### src/sv/bsfe_pkg.sv
// ----------------------------------------------------------------------------
// bsfe_pkg
// Shared types and constants of the bitmap shape fill engine: command and
// result words, opcodes and the row mask control group.
// ----------------------------------------------------------------------------
package bsfe_pkg;

  localparam int OPC_W    = 3;
  localparam int ROW_IN_W = 4;
  localparam int COL_IN_W = 5;
  localparam int SQ_W     = 6;
  localparam int PR_W     = 2 * SQ_W;
  localparam int POS_W    = 8;
  localparam int RES_W    = 32;

  typedef enum logic [OPC_W-1:0] {
    OP_CLEAR   = 3'd0,
    OP_BOX     = 3'd1,
    OP_OUTLINE = 3'd2,
    OP_DISC    = 3'd3,
    OP_READ    = 3'd4
  } opcode_e;

  typedef logic signed [POS_W-1:0] pos_t;

  typedef struct packed {
    logic [OPC_W-1:0]    opcode;
    logic [ROW_IN_W-1:0] row_a;
    logic [COL_IN_W-1:0] col_a;
    logic [ROW_IN_W-1:0] row_b;
    logic [COL_IN_W-1:0] col_b;
    logic [SQ_W-1:0]     radius;
  } cmd_t;

  typedef struct packed {
    logic [RES_W-1:0] row_bits;
    logic             done_res;
  } res_t;

  typedef struct packed {
    logic                span_en;
    pos_t                lo;
    pos_t                hi;
    logic                pt_en;
    logic [COL_IN_W-1:0] pt_a;
    logic [COL_IN_W-1:0] pt_b;
  } mask_ctrl_t;

endpackage

### src/sv/bitmap_shape_fill_engine.sv
// ----------------------------------------------------------------------------
// bitmap_shape_fill_engine
// One-bit-per-cell bitmap with clear, box fill, outline, disc and row read
// commands. A sequencer sweeps the rows through a RAM; a shared 6x6 squarer
// serves the disc radius, row distance and integer square root steps.
// ----------------------------------------------------------------------------
// clear and unused opcodes answer from idle; read row reads, then answers;
//   box and outline read and write each row; disc squares the radius, then
//   per row: distance square, six shared-squarer root steps, read, write
// one command at a time; busy, if raised, stays high until the result strobe
// reset leaves the bitmap blank through per-row valid bits, no clearing pass
// results are shown for one cycle; the receiver cannot stall
// ----------------------------------------------------------------------------
module bitmap_shape_fill_engine #(
  parameter int ROWS = 16,
  parameter int COLS = 32
) (
  input  logic           clk_i,
  input  logic           rst_ni,
  input  logic           start,
  input  bsfe_pkg::cmd_t cmd_i,
  output logic           busy,
  output logic           res_valid_o,
  output bsfe_pkg::res_t res_o
);

  import bsfe_pkg::*;

  localparam int RW = (ROWS > 1) ? $clog2(ROWS) : 1;

  typedef enum logic [2:0] {
    S_IDLE,
    S_MULR,
    S_DX,
    S_SQRT,
    S_READ,
    S_WRITE,
    S_RDOUT
  } state_e;

  state_e            state_q;
  cmd_t              cmd_q;
  logic [RW-1:0]     row_q;
  logic              rd_ok_q;
  logic [ROWS-1:0]   valid_q;
  logic [PR_W-1:0]   r2_q;
  logic [PR_W-1:0]   rem_q;
  logic              disc_en_q;
  logic [SQ_W-1:0]   root_q;
  logic [2:0]        bit_q;
  logic              res_valid_q;
  res_t              res_q;

  pos_t              row_pos, ra_pos, rb_pos, ca_pos, cb_pos, dx, dx_mag;
  logic [SQ_W-1:0]   absdx, trial, mul_a;
  logic [PR_W-1:0]   prod;
  logic [PR_W:0]     diff;
  mask_ctrl_t        mctrl;
  logic [COLS-1:0]   mask;
  logic [COLS-1:0]   rdata, old_row, wdata;
  logic [RW-1:0]     raddr;
  logic              we;
  logic              last_row;
  logic [RES_W-1:0]  rd_low;

  assign busy        = (state_q != S_IDLE);
  assign res_valid_o = res_valid_q;
  assign res_o       = res_q;

  assign row_pos = pos_t'(row_q);
  assign ra_pos  = pos_t'(cmd_q.row_a);
  assign rb_pos  = pos_t'(cmd_q.row_b);
  assign ca_pos  = pos_t'(cmd_q.col_a);
  assign cb_pos  = pos_t'(cmd_q.col_b);

  // shared squarer
  assign dx     = row_pos - ra_pos;
  assign dx_mag = (dx < 0) ? -dx : dx;
  assign absdx  = dx_mag[SQ_W-1:0];
  assign trial  = root_q | (SQ_W'(1) << bit_q);

  always_comb begin
    case (state_q)
      S_MULR:  mul_a = cmd_q.radius;
      S_DX:    mul_a = absdx;
      default: mul_a = trial;
    endcase
  end

  assign prod = PR_W'(mul_a) * PR_W'(mul_a);
  assign diff = {1'b0, r2_q} - {1'b0, prod};

  // row mask control
  always_comb begin
    mctrl = '0;
    mctrl.pt_a = cmd_q.col_a;
    mctrl.pt_b = cmd_q.col_b;
    case (cmd_q.opcode)
      OP_BOX: begin
        mctrl.lo = (ca_pos < cb_pos) ? ca_pos : cb_pos;
        mctrl.hi = (ca_pos < cb_pos) ? cb_pos : ca_pos;
        mctrl.span_en = (ra_pos < rb_pos) ?
                        (row_pos >= ra_pos && row_pos <= rb_pos) :
                        (row_pos >= rb_pos && row_pos <= ra_pos);
      end
      OP_OUTLINE: begin
        mctrl.lo      = ca_pos;
        mctrl.hi      = cb_pos;
        mctrl.span_en = (row_pos == ra_pos) || (row_pos == rb_pos);
        mctrl.pt_en   = (row_pos >= ra_pos) && (row_pos <= rb_pos);
      end
      OP_DISC: begin
        mctrl.lo      = ca_pos - pos_t'(root_q);
        mctrl.hi      = ca_pos + pos_t'(root_q);
        mctrl.span_en = disc_en_q;
      end
      default: begin
        mctrl.span_en = 1'b0;
      end
    endcase
  end

  bsfe_row_mask #(
    .COLS (COLS)
  ) u_row_mask (
    .ctrl_i (mctrl),
    .mask_o (mask)
  );

  assign raddr    = (state_q == S_IDLE) ? RW'(cmd_i.row_a) : row_q;
  assign we       = (state_q == S_WRITE);
  assign old_row  = valid_q[row_q] ? rdata : '0;
  assign wdata    = old_row | mask;
  assign last_row = (row_q == RW'(ROWS - 1));

  bsfe_ram #(
    .WIDTH (COLS),
    .DEPTH (ROWS)
  ) u_ram (
    .clk_i   (clk_i),
    .we_i    (we),
    .waddr_i (row_q),
    .wdata_i (wdata),
    .raddr_i (raddr),
    .rdata_o (rdata)
  );

  if (COLS >= RES_W) begin : g_wide
    assign rd_low = old_row[RES_W-1:0];
  end else begin : g_narrow
    assign rd_low = {{(RES_W - COLS){1'b0}}, old_row};
  end

  // sequencer
  always_ff @(posedge clk_i or negedge rst_ni) begin
    if (!rst_ni) begin
      state_q     <= S_IDLE;
      cmd_q       <= '0;
      row_q       <= '0;
      rd_ok_q     <= 1'b0;
      valid_q     <= '0;
      r2_q        <= '0;
      rem_q       <= '0;
      disc_en_q   <= 1'b0;
      root_q      <= '0;
      bit_q       <= '0;
      res_valid_q <= 1'b0;
      res_q       <= '0;
    end else begin
      res_valid_q <= 1'b0;
      case (state_q)
        S_IDLE: begin
          if (start) begin
            cmd_q <= cmd_i;
            row_q <= '0;
            case (cmd_i.opcode)
              OP_CLEAR: begin
                valid_q     <= '0;
                res_valid_q <= 1'b1;
                res_q       <= '{row_bits: '0, done_res: 1'b1};
              end
              OP_BOX, OP_OUTLINE: begin
                state_q <= S_READ;
              end
              OP_DISC: begin
                state_q <= S_MULR;
              end
              OP_READ: begin
                row_q   <= RW'(cmd_i.row_a);
                rd_ok_q <= pos_t'(cmd_i.row_a) < pos_t'(ROWS);
                state_q <= S_RDOUT;
              end
              default: begin
                res_valid_q <= 1'b1;
                res_q       <= '{row_bits: '0, done_res: 1'b1};
              end
            endcase
          end
        end
        S_MULR: begin
          r2_q    <= prod;
          state_q <= S_DX;
        end
        S_DX: begin
          rem_q     <= diff[PR_W-1:0];
          disc_en_q <= !diff[PR_W];
          root_q    <= '0;
          bit_q     <= 3'(SQ_W - 1);
          state_q   <= S_SQRT;
        end
        S_SQRT: begin
          if (prod <= rem_q) begin
            root_q <= trial;
          end
          if (bit_q == '0) begin
            state_q <= S_READ;
          end else begin
            bit_q <= bit_q - 3'd1;
          end
        end
        S_READ: begin
          state_q <= S_WRITE;
        end
        S_WRITE: begin
          valid_q[row_q] <= 1'b1;
          if (last_row) begin
            res_valid_q <= 1'b1;
            res_q       <= '{row_bits: '0, done_res: 1'b1};
            state_q     <= S_IDLE;
          end else begin
            row_q   <= row_q + RW'(1);
            state_q <= (cmd_q.opcode == OP_DISC) ? S_DX : S_READ;
          end
        end
        S_RDOUT: begin
          res_valid_q <= 1'b1;
          res_q       <= '{row_bits: (rd_ok_q ? rd_low : '0), done_res: 1'b1};
          state_q     <= S_IDLE;
        end
        default: begin
          state_q <= S_IDLE;
        end
      endcase
    end
  end

  // clear answers in the next cycle
  a_clear_result: assert property (@(posedge clk_i) disable iff (!rst_ni)
    start && !busy && (cmd_i.opcode == OP_CLEAR) |=> res_valid_o)
    else $error("clear did not return a result word");

  // a result word never overlaps a running command
  a_result_idle: assert property (@(posedge clk_i) disable iff (!rst_ni)
    res_valid_o |-> !busy)
    else $error("result word while busy");

  // root search stays within the bit range
  a_sqrt_bit: assert property (@(posedge clk_i) disable iff (!rst_ni)
    (state_q == S_SQRT) |-> (bit_q < 3'(SQ_W)))
    else $error("root step out of range");

  // only a read returns row bits
  a_bits_from_read: assert property (@(posedge clk_i) disable iff (!rst_ni)
    res_valid_o && (res_o.row_bits != '0) |-> (cmd_q.opcode == OP_READ))
    else $error("row bits on a non-read command");

  // a row write follows its read
  a_write_after_read: assert property (@(posedge clk_i) disable iff (!rst_ni)
    (state_q == S_WRITE) |-> ($past(state_q) == S_READ))
    else $error("row write without read");

endmodule

### src/sv/bsfe_ram.sv
// ----------------------------------------------------------------------------
// bsfe_ram
// Generic single write port, single read port RAM with registered read data.
// ----------------------------------------------------------------------------
module bsfe_ram #(
  parameter int WIDTH = 32,
  parameter int DEPTH = 16,
  localparam int AW = (DEPTH > 1) ? $clog2(DEPTH) : 1
) (
  input  logic             clk_i,
  input  logic             we_i,
  input  logic [AW-1:0]    waddr_i,
  input  logic [WIDTH-1:0] wdata_i,
  input  logic [AW-1:0]    raddr_i,
  output logic [WIDTH-1:0] rdata_o
);

  logic [WIDTH-1:0] mem_q [DEPTH];

  always_ff @(posedge clk_i) begin
    if (we_i) begin
      mem_q[waddr_i] <= wdata_i;
    end
    rdata_o <= mem_q[raddr_i];
  end

endmodule

### src/sv/bsfe_row_mask.sv
// ----------------------------------------------------------------------------
// bsfe_row_mask
// Builds the set mask of one bitmap row: a column span plus up to two single
// columns, all columns evaluated in parallel.
// ----------------------------------------------------------------------------
module bsfe_row_mask #(
  parameter int COLS = 32
) (
  input  bsfe_pkg::mask_ctrl_t ctrl_i,
  output logic [COLS-1:0]      mask_o
);

  import bsfe_pkg::*;

  for (genvar j = 0; j < COLS; j++) begin : g_col
    localparam pos_t JP = pos_t'(j);
    logic in_span;
    logic on_pt;
    assign in_span = ctrl_i.span_en && (JP >= ctrl_i.lo) && (JP <= ctrl_i.hi);
    assign on_pt   = ctrl_i.pt_en &&
                     ((pos_t'(ctrl_i.pt_a) == JP) || (pos_t'(ctrl_i.pt_b) == JP));
    assign mask_o[j] = in_span || on_pt;
  end

endmodule

### config.mk
export PLATFORM = sky130hd
export DESIGN_NAME = bitmap_shape_fill_engine
export DESIGN_NICKNAME = d
export VERILOG_FILES = /design/src/sv/bsfe_pkg.sv /design/src/sv/bitmap_shape_fill_engine.sv /design/src/sv/bsfe_ram.sv /design/src/sv/bsfe_row_mask.sv
export SDC_FILE = /design/constraint.sdc
export NUM_CORES = 1
export LEC_CHECK = 0
export BUFFER_PORTS_ARGS = -buffer_cell sky130_fd_sc_hd__buf_2
export CORE_AREA = 2 2 173 303
export DETAILED_ROUTE_END_ITERATION = 12
export DIE_AREA = 0 0 175 305
export GPL_TIMING_DRIVEN = 0
export MAX_ROUTING_LAYER = met4
export PLACE_DENSITY = 0.76
export SYNTH_ARGS = -nofsm -noshare
export SYNTH_HDL_FRONTEND = slang
export SYNTH_SLANG_ARGS = --single-unit
### constraint.sdc
create_clock -name clk_i -period 10.15 [get_ports clk_i]
set_clock_uncertainty 0.05 [all_clocks]
set_input_delay 2.03 -clock clk_i [delete_from_list [all_inputs] [get_ports clk_i]]
set_output_delay 2.03 -clock clk_i [all_outputs]
set_load 0.005 [all_outputs]
==> results of run 1 <==
[worst min-delay path by stage]
stage               end  slack [ns]  depth (start not counted)
2_1_floorplan   rd_ok_q        0.39                          1
3_3_place_gp   res_o[0]        0.40                          1
4_1_cts        res_o[0]        0.43                          1
3_5_place_dp   res_o[0]        0.41                          1
5_1_grt        res_o[0]        0.46                          1
6_report       rem_q[9]        0.43                          2
[cells in the final DEF (no fill, tap or decap), drive strengths merged, types with 14 or more instances in the layout]
master / n
xnor2: 19
nand3: 153
a311oi: 97
nand2: 622
a31oi: 59
a21o: 15
nor2: 87
clkbuf: 179
and3: 80
ha: 70
a22o: 33
buf: 162
mux2: 18
nand2b: 18
a22oi: 34
o31ai: 26
nor3: 31
a211oi: 14
dfxtp: 32
clkinv: 23
dfrtp: 118
edfxtp: 512
a21oi: 88
inv: 81
o21ai: 80
o22ai: 37
[cells in the mapped netlist, drive strengths merged, types with 4 or more instances]
cell     instances
nand3          153
nor2            87
o32ai           11
a31oi           59
mux4             5
nand4            5
a22oi           34
buf             64
o21a             7
nand3b           8
a311oi          97
a221oi           4
nor3b            6
a211o            5
clkbuf         109
xnor2           19
and3            80
edfxtp         512
dfxtp           32
dfrtp          118
o31ai           26
ha              70
a211oi          14
mux2i            6
or2             12
a21o            15
inv             76
a2111oi          7
nor3            31
fa              12
or3              6
a21oi           88
o211ai           5
o22ai           37
mux2            18
xor2             7
nand2          622
a22o            33
nor2b           11
nand2b          18
o21ai           80
[sequential cells by signal, summed over array words and instances, names as in the netlist]
signal	flops
cb_pos	5
row_q	4
res_o	33
cmd_q	17
valid_q	16
rem_q	12
u_ram.mem_q	512
state_q	3
ca_pos	5
res_valid_o	1
r2_q	11
disc_en_q	1
bit_q	3
u_ram.rdata_o	32
root_q	6
rd_ok_q	1
[layer usage]
| metal | vias to the layer above | global-route usage (%) | part of all wire, % |
|---|---|---|---|
| met3 | 462 | 5.96 | 7.5 |
| met4 | 0 | 28.1 | 9.0 |
| met5 | - | - | 0 |
| li1 | 10100 | - | - |
| met2 | 1304 | 65.4 | 52 |
| met1 | 11200 | 37.4 | 32 |
[final cells by class]
type / count / area [µm²]
sequential: 662 / 19000
fill: 3810 / 17100
multi-input combinational: 1737 / 10400
clock buffer: 70 / 1530
tap: 672 / 841
timing repair buffer: 98 / 815
buffer: 173 / 733
clock inverter: 37 / 312
inverter: 77 / 289
antenna: 2 / 5.00
[tightest hold or removal path, cell delays in order (launching register included)]
cell and delay [ns]:
dfrtp_1 0.34, nand2_1 0.06, o41ai_1 0.05
[metrics by stage]
| stage | hold WS (ns) | instance area (µm²) | worst slack (ns) | std cells |
|---|---|---|---|---|
| after CTS | 0.429 | 33900 | 1.19 | 3525 |
| after global placement | 0.398 | 31500 | 1.41 | 3385 |
| final | 0.430 | 33900 | 1.14 | 3528 |
| after floorplan | 0.392 | 30300 | 3.05 | 2649 |
| after global routing | 0.463 | 33900 | 0.708 | 3527 |
| after detailed placement | 0.412 | 32100 | 1.27 | 3418 |
[cell families (layout without fill, tap and decap cells)]
family	Yosys count	after routing	share of synthesized area (%)
mux	29	29	1.24
flops	662	662	62.6
xor+xnor	26	26	0.752
compound gates	546	546	12.8
simple gates	1052	1052	15.4
fa+ha+maj	84	84	3.75
other cells	0	2	0
buf+inv	250	455	3.37
==> metrics.txt, run 1 <==
Slowest Stage Delay on Critical Path=about 1.0 ns; maximum buffer depth of the clock tree=3; Final Setup Violations=0; post-synth design cell area=0.0303 mm²; Final min period=roughly 9 ns; endpoint of the worst-slack reg-to-reg timing path=root_q[5]; Reg-to-Reg Start=row_q[0]; count of warnings emitted by yosys=0; global-route wire length before repair=roughly 140,000 µm; CTS resizes=0; number of failing hold endpoints at the final stage=0; vertical die dimension=~310 µm; number of library cell types mapped by synthesis=between 80 and 90; kind of launch point of the worst setup path=register; post-CTS repair timing setup buffer count=0; hold_sp=rem_q[9]; number of global-route vias before repair=~23,000; Hold Crit Class=register to register; Starting DRT DRC Count=about 2,400; Slowest cell on crit path=a221oi_1; most used flip-flop cell after synthesis=edfxtp_1; DRC Markers=0; setup slack of the most critical reg-to-reg path=approximately 1.1 ns; final-report max-slew violation count=0; status=finished clean; Crit path arrival time=around 9.5 ns; clock transition at the registers of the reported paths=0.07 ns; CTS tree=built; clock buffer count from CTS=a little under 60; Crit path required time=between 10 and 15 ns; sink count of the clock tree=around 660; synthesized area per cell=between 10 and 15 µm²; synthesis-stage register bit count=between 600 and 700; # rows=110; Congestion Overflow GR=0; biggest area consumer among synthesized cells=edfxtp_1; post-route setup TNS=0 ns; sequential-to-total area share from yosys stat=between 60% and 70%; Initial Util=59.3%; CP delay by family, top=compound AO/OA/AOI/OAI gates; Vias/cell=between 6 and 7; Layout Nets=~3,000; share of post-route cells with drive strength above 1=12.2%; area fraction of the dominant cell type after synthesis=approximately 51%; launching instance or port of the critical path=row_q[0]; number of flops mapped to enable cells by yosys=between 500 and 600; total routing usage reported by global routing=between 30% and 40%; routability congestion estimate=approximately 1.1; async set or reset register ratio after synthesis=~18%; number of cell instances on the worst register-to-register path=31; H-tree lvl count=2; pin count of the biggest net entering global routing=around 80; number of nets with antenna violations after detailed routing=0; capturing instance or port of the critical path=root_q[5]; post-layout util=between 60% and 70%; antenna violations before repair=1; Clock Latency Late Sink=0.64 ns; Worst Path Buf+Inv=6; # port buffers=64; post-route fraction of the period consumed by the critical path=between 80% and 90%; buffer cell driving the clock tree root=clkbuf_16; Vias=around 23,000; worst slew margin relative to its limit=under 10%; horizontal die dimension=roughly 180 µm; drt total wl=about 97,000 µm; CTS hold repair buffers=0; Detailed Place HPWL=between 70,000 and 80,000 µm; first drt pass iteration count=7; Synth Net Count=~2,800; measured slew at the worst slew-check pin=approximately 1.4 ns; cell repeated most along the worst path=inv_1; crit-path max FO=8; Crit. End Element=register; category of the most critical setup path=register to register; area grow syn2layout=12.0%; achievable frequency=~110 MHz; top post-synthesis cells by area=edfxtp_1, dfrtp_1, nand2_1, ha_1, a311oi_1; area inside the core boundary=just over 0.05 mm²; io pins=65; area enclosed by the die boundary=between 0.05 and 0.06 mm²; RSZ-0062 raised after global routing=no; Syn Inst Count=2,649; Wirelength per Cell=between 20 and 30 µm; Stages on worst setup path=31; Maximum Capacitance Violations=0
Power of run 1 is not shown: default switching activity piles up to over one toggle a cycle in this logic, so the estimate is an artifact.
==> run 2, diff against run 1 <==
- ABC_AREA: not set -> 1
- CORE_AREA: 2 2 173 303 -> 2 2 173 302
- DIE_AREA: 0 0 175 305 -> 0 0 175 304
==> run 2 against run 1 <==
Against the previous run:
- global-route usage is 1.8 points higher
- critical endpoint is now root_q[4]
- sequential share of layout area is 0.55 points higher
- die area is 0.33% lower
- largest cell class unchanged
- worst hold slack worse by 0.023 ns
- first-iteration DRC count is 23% higher
- routed wire length is 4.7% higher
- synthesized area is 0.64% lower
- via count is 2.6% higher
- core utilization is 0.65 points lower
- critical path depth is 6 higher
- register-to-register slack better by 1.5 ns
- flip-flop and latch count stayed put
==> metrics.txt, run 2 <==
Synth Net Count=about 2,900; top cells by count, synth=edfxtp_1, nand2_1, nor2_1; number of failing hold endpoints at the final stage=0; area grow syn2layout=11.6%; RSZ-0062 raised after global routing=no; crit-path max FO=13; DRC Markers=0; # rows=110; number of nets with antenna violations after detailed routing=0; pin count of the biggest net entering global routing=64; hold_sp=u_ram.rdata_o[27]; total routing usage reported by global routing=39.3%; CTS resizes=0; share of post-route cells with drive strength above 1=about an eighth; post-CTS repair timing setup buffer count=0; maximum buffer depth of the clock tree=3; drt total wl=102,000 µm; worst setup margin=about 2.7 ns; area enclosed by the die boundary=~0.053 mm²; sequential-to-total area share from yosys stat=between 60 and 70%; multi-input gate area in the final layout=0.00984 mm²; Initial Util=roughly three fifths; most common cell in the netlist=edfxtp_1; first drt pass iteration count=6; Crit path arrival time=approximately 8.0 ns; number of global-route vias before repair=between 20,000 and 25,000; CTS hold repair buffers=0; CTS tree=built; io pins=65; measured slew at the worst slew-check pin=between 1 and 1.5 ns; Syn Inst Count=2,796; peak ir drop on the vdd network=~220 µV; clock buffer count from CTS=between 50 and 60; horizontal die dimension=175 µm; most used flip-flop cell after synthesis=edfxtp_1; biggest area consumer among synthesized cells=edfxtp_1; Wirelength per Cell=~28 µm; sink count of the clock tree=approximately 660; CP delay by family, top=adder cells; achievable frequency=roughly 130 MHz; Worst Path Buf+Inv=7; category of the most critical setup path=register to register; Congestion Overflow GR=0; buffer cell driving the clock tree root=clkbuf_16; synthesized area per cell=10.8 µm²; Crit. End Element=register; Detailed Place HPWL=roughly 74,000 µm; top post-synthesis cells by area=edfxtp_1, dfrtp_1, nand2_1, nor2_1, o21ai_0; launching instance or port of the critical path=row_q[0]; post-route setup TNS=0 ns; Clock Latency Late Sink=between 0.6 and 0.7 ns; H-tree lvl count=2; number of filler instances in the final layout=3,861; Starting DRT DRC Count=2,941; Slowest Stage Delay on Critical Path=roughly 0.55 ns; number of library cell types mapped by synthesis=between 50 and 60; routability congestion estimate=roughly 0.96; clock transition at the registers of the reported paths=around 0.070 ns; total leakage power=roughly 0.013 µW; top register by number of flip-flops=u_ram.mem_q; final-report max-slew violation count=0; Final Setup Violations=0; count of warnings emitted by yosys=0; kind of launch point of the worst setup path=register; vertical die dimension=between 300 and 400 µm; global-route wire length before repair=148,000 µm; sequential standard cell area=0.0190 mm²; flip-flop count of the largest register after layout=~510; Hold Crit Class=register to register; Crit path required time=between 10 and 15 ns; antenna violations before repair=0; Layout Nets=about 3,000; area inside the core boundary=around 0.051 mm²; synthesis-stage register bit count=roughly 660; async set or reset register ratio after synthesis=between 10% and 20%; worst slew margin relative to its limit=between 20% and 30%; post-synth design cell area=about 0.03 mm²; Vias/cell=roughly 6.5; status=finished clean; area fraction of the dominant cell type after synthesis=51.1%; post-route fraction of the period consumed by the critical path=73.9%; Final min period=around 7.5 ns; number of flops mapped to enable cells by yosys=512; Vias=approximately 24,000; Maximum Capacitance Violations=0; leading cell type in the layout, fill and taps excluded=edfxtp_1; power density over the cells=382 mW/mm²; Reg-to-Reg Start=row_q[0]; commonest non-fill, non-tap cells in the layout=edfxtp_1, nand2_1, nor2_1; Slowest cell on crit path=fa_1; Setup Slack @ Placement=around 2.7 ns; # port buffers=between 60 and 70
==> run 2: cell count changes after synthesis, sizes merged, moves of 42 or more <==
cell	change
nand2	-160
buf	+42
clkbuf	-63
inv	+93
a311oi	-97
o211ai	+42
o21ai	+321
nor2	+275
and3	-80
o221ai	+90
==> run 2: path summary, 6_finish.rpt <==
| kind | slack, ns | depth (start not counted) | end |
|---|---|---|---|
| max reg2reg | 2.65 | 37 | root_q[4] |
| min reg2reg | 0.41 | 2 | res_o[28] |
| max | 2.65 | 37 | root_q[4] |
| min | 0.41 | 2 | res_o[28] |
| min in group asynchronous | 1.31 | 1 | root_q[3] |
| max in group asynchronous | 8.02 | 2 | res_o[11] |
==> run 2: worst register-to-register path: cells and delay by family (launching register included) <==
| family | cells | cell delay (ns) |
|---|---|---|
| adder cells (fa/ha/maj) | 7 | 2.83 |
| XOR/XNOR | 1 | 0.18 |
| AND/OR/NAND/NOR | 17 | 2.17 |
| buffers and inverters | 7 | 0.91 |
| flip-flops | 1 | 0.40 |
| AO/OA/AOI/OAI | 5 | 0.89 |
==> run 2: cells by family (layout without fill, tap and decap cells) <==
family	count (synthesis)	in the layout	share of synthesized area [%]
xor gates and xnor gates	20	20	0.607
muxes	1	1	0.0333
other	0	1	0
and+or+nand+nor	978	978	13.4
DFF	662	662	63.0
buffers and inverters	326	514	4.68
adders and majority gates	82	82	3.71
AOI/OAI and AO/OA	727	727	14.6
==> run 2: area by class of cell <==
type                    instances  area share, %
well taps                     672           2.50
clock buffers                  75           4.60
clock inverters                32          0.860
flip-flops and latches        662           56.5
multi-input cells            1808           29.3
diodes                          1        0.00745
repair buffers                 81           2.10
plain buffers                 152           2.24
inverters                     174           1.96
==> run 2: metal layers <==
metal  GRT usage, %  share of wire [%]  vias to the layer above
met2           65.5                 50                     1623
li1               -                  -                    10300
met1           41.3                 32                    11300
met5              -                  0                        -
met4           31.3                9.3                        0
met3           5.91                9.0                      524
==> run 2: through the flow <==
step	std cells	utilization [%]	instance area, µm²	hold slack, ns	power [µW]
CTS	3656	65.8	33600	0.407	12600
global route	3656	65.8	33600	0.432	13400
detailed placement	3549	62.2	31800	0.398	10500
floorplan	2796	-	30100	0.381	8010
finish	3657	65.8	33600	0.407	12800
global placement	3532	61.2	31300	0.402	10300
==> run 2: power breakdown <==
| group | switching (µW) | leakage [µW] | internal, µW |
|---|---|---|---|
| registers | 238 | 0.00649 | 3890 |
| logic | 4850 | 0.00545 | 1680 |
| clock network | 1010 | 0.000884 | 1160 |
| total | 6090 | 0.0128 | 6730 |
Power figures use the tool's default switching activity.
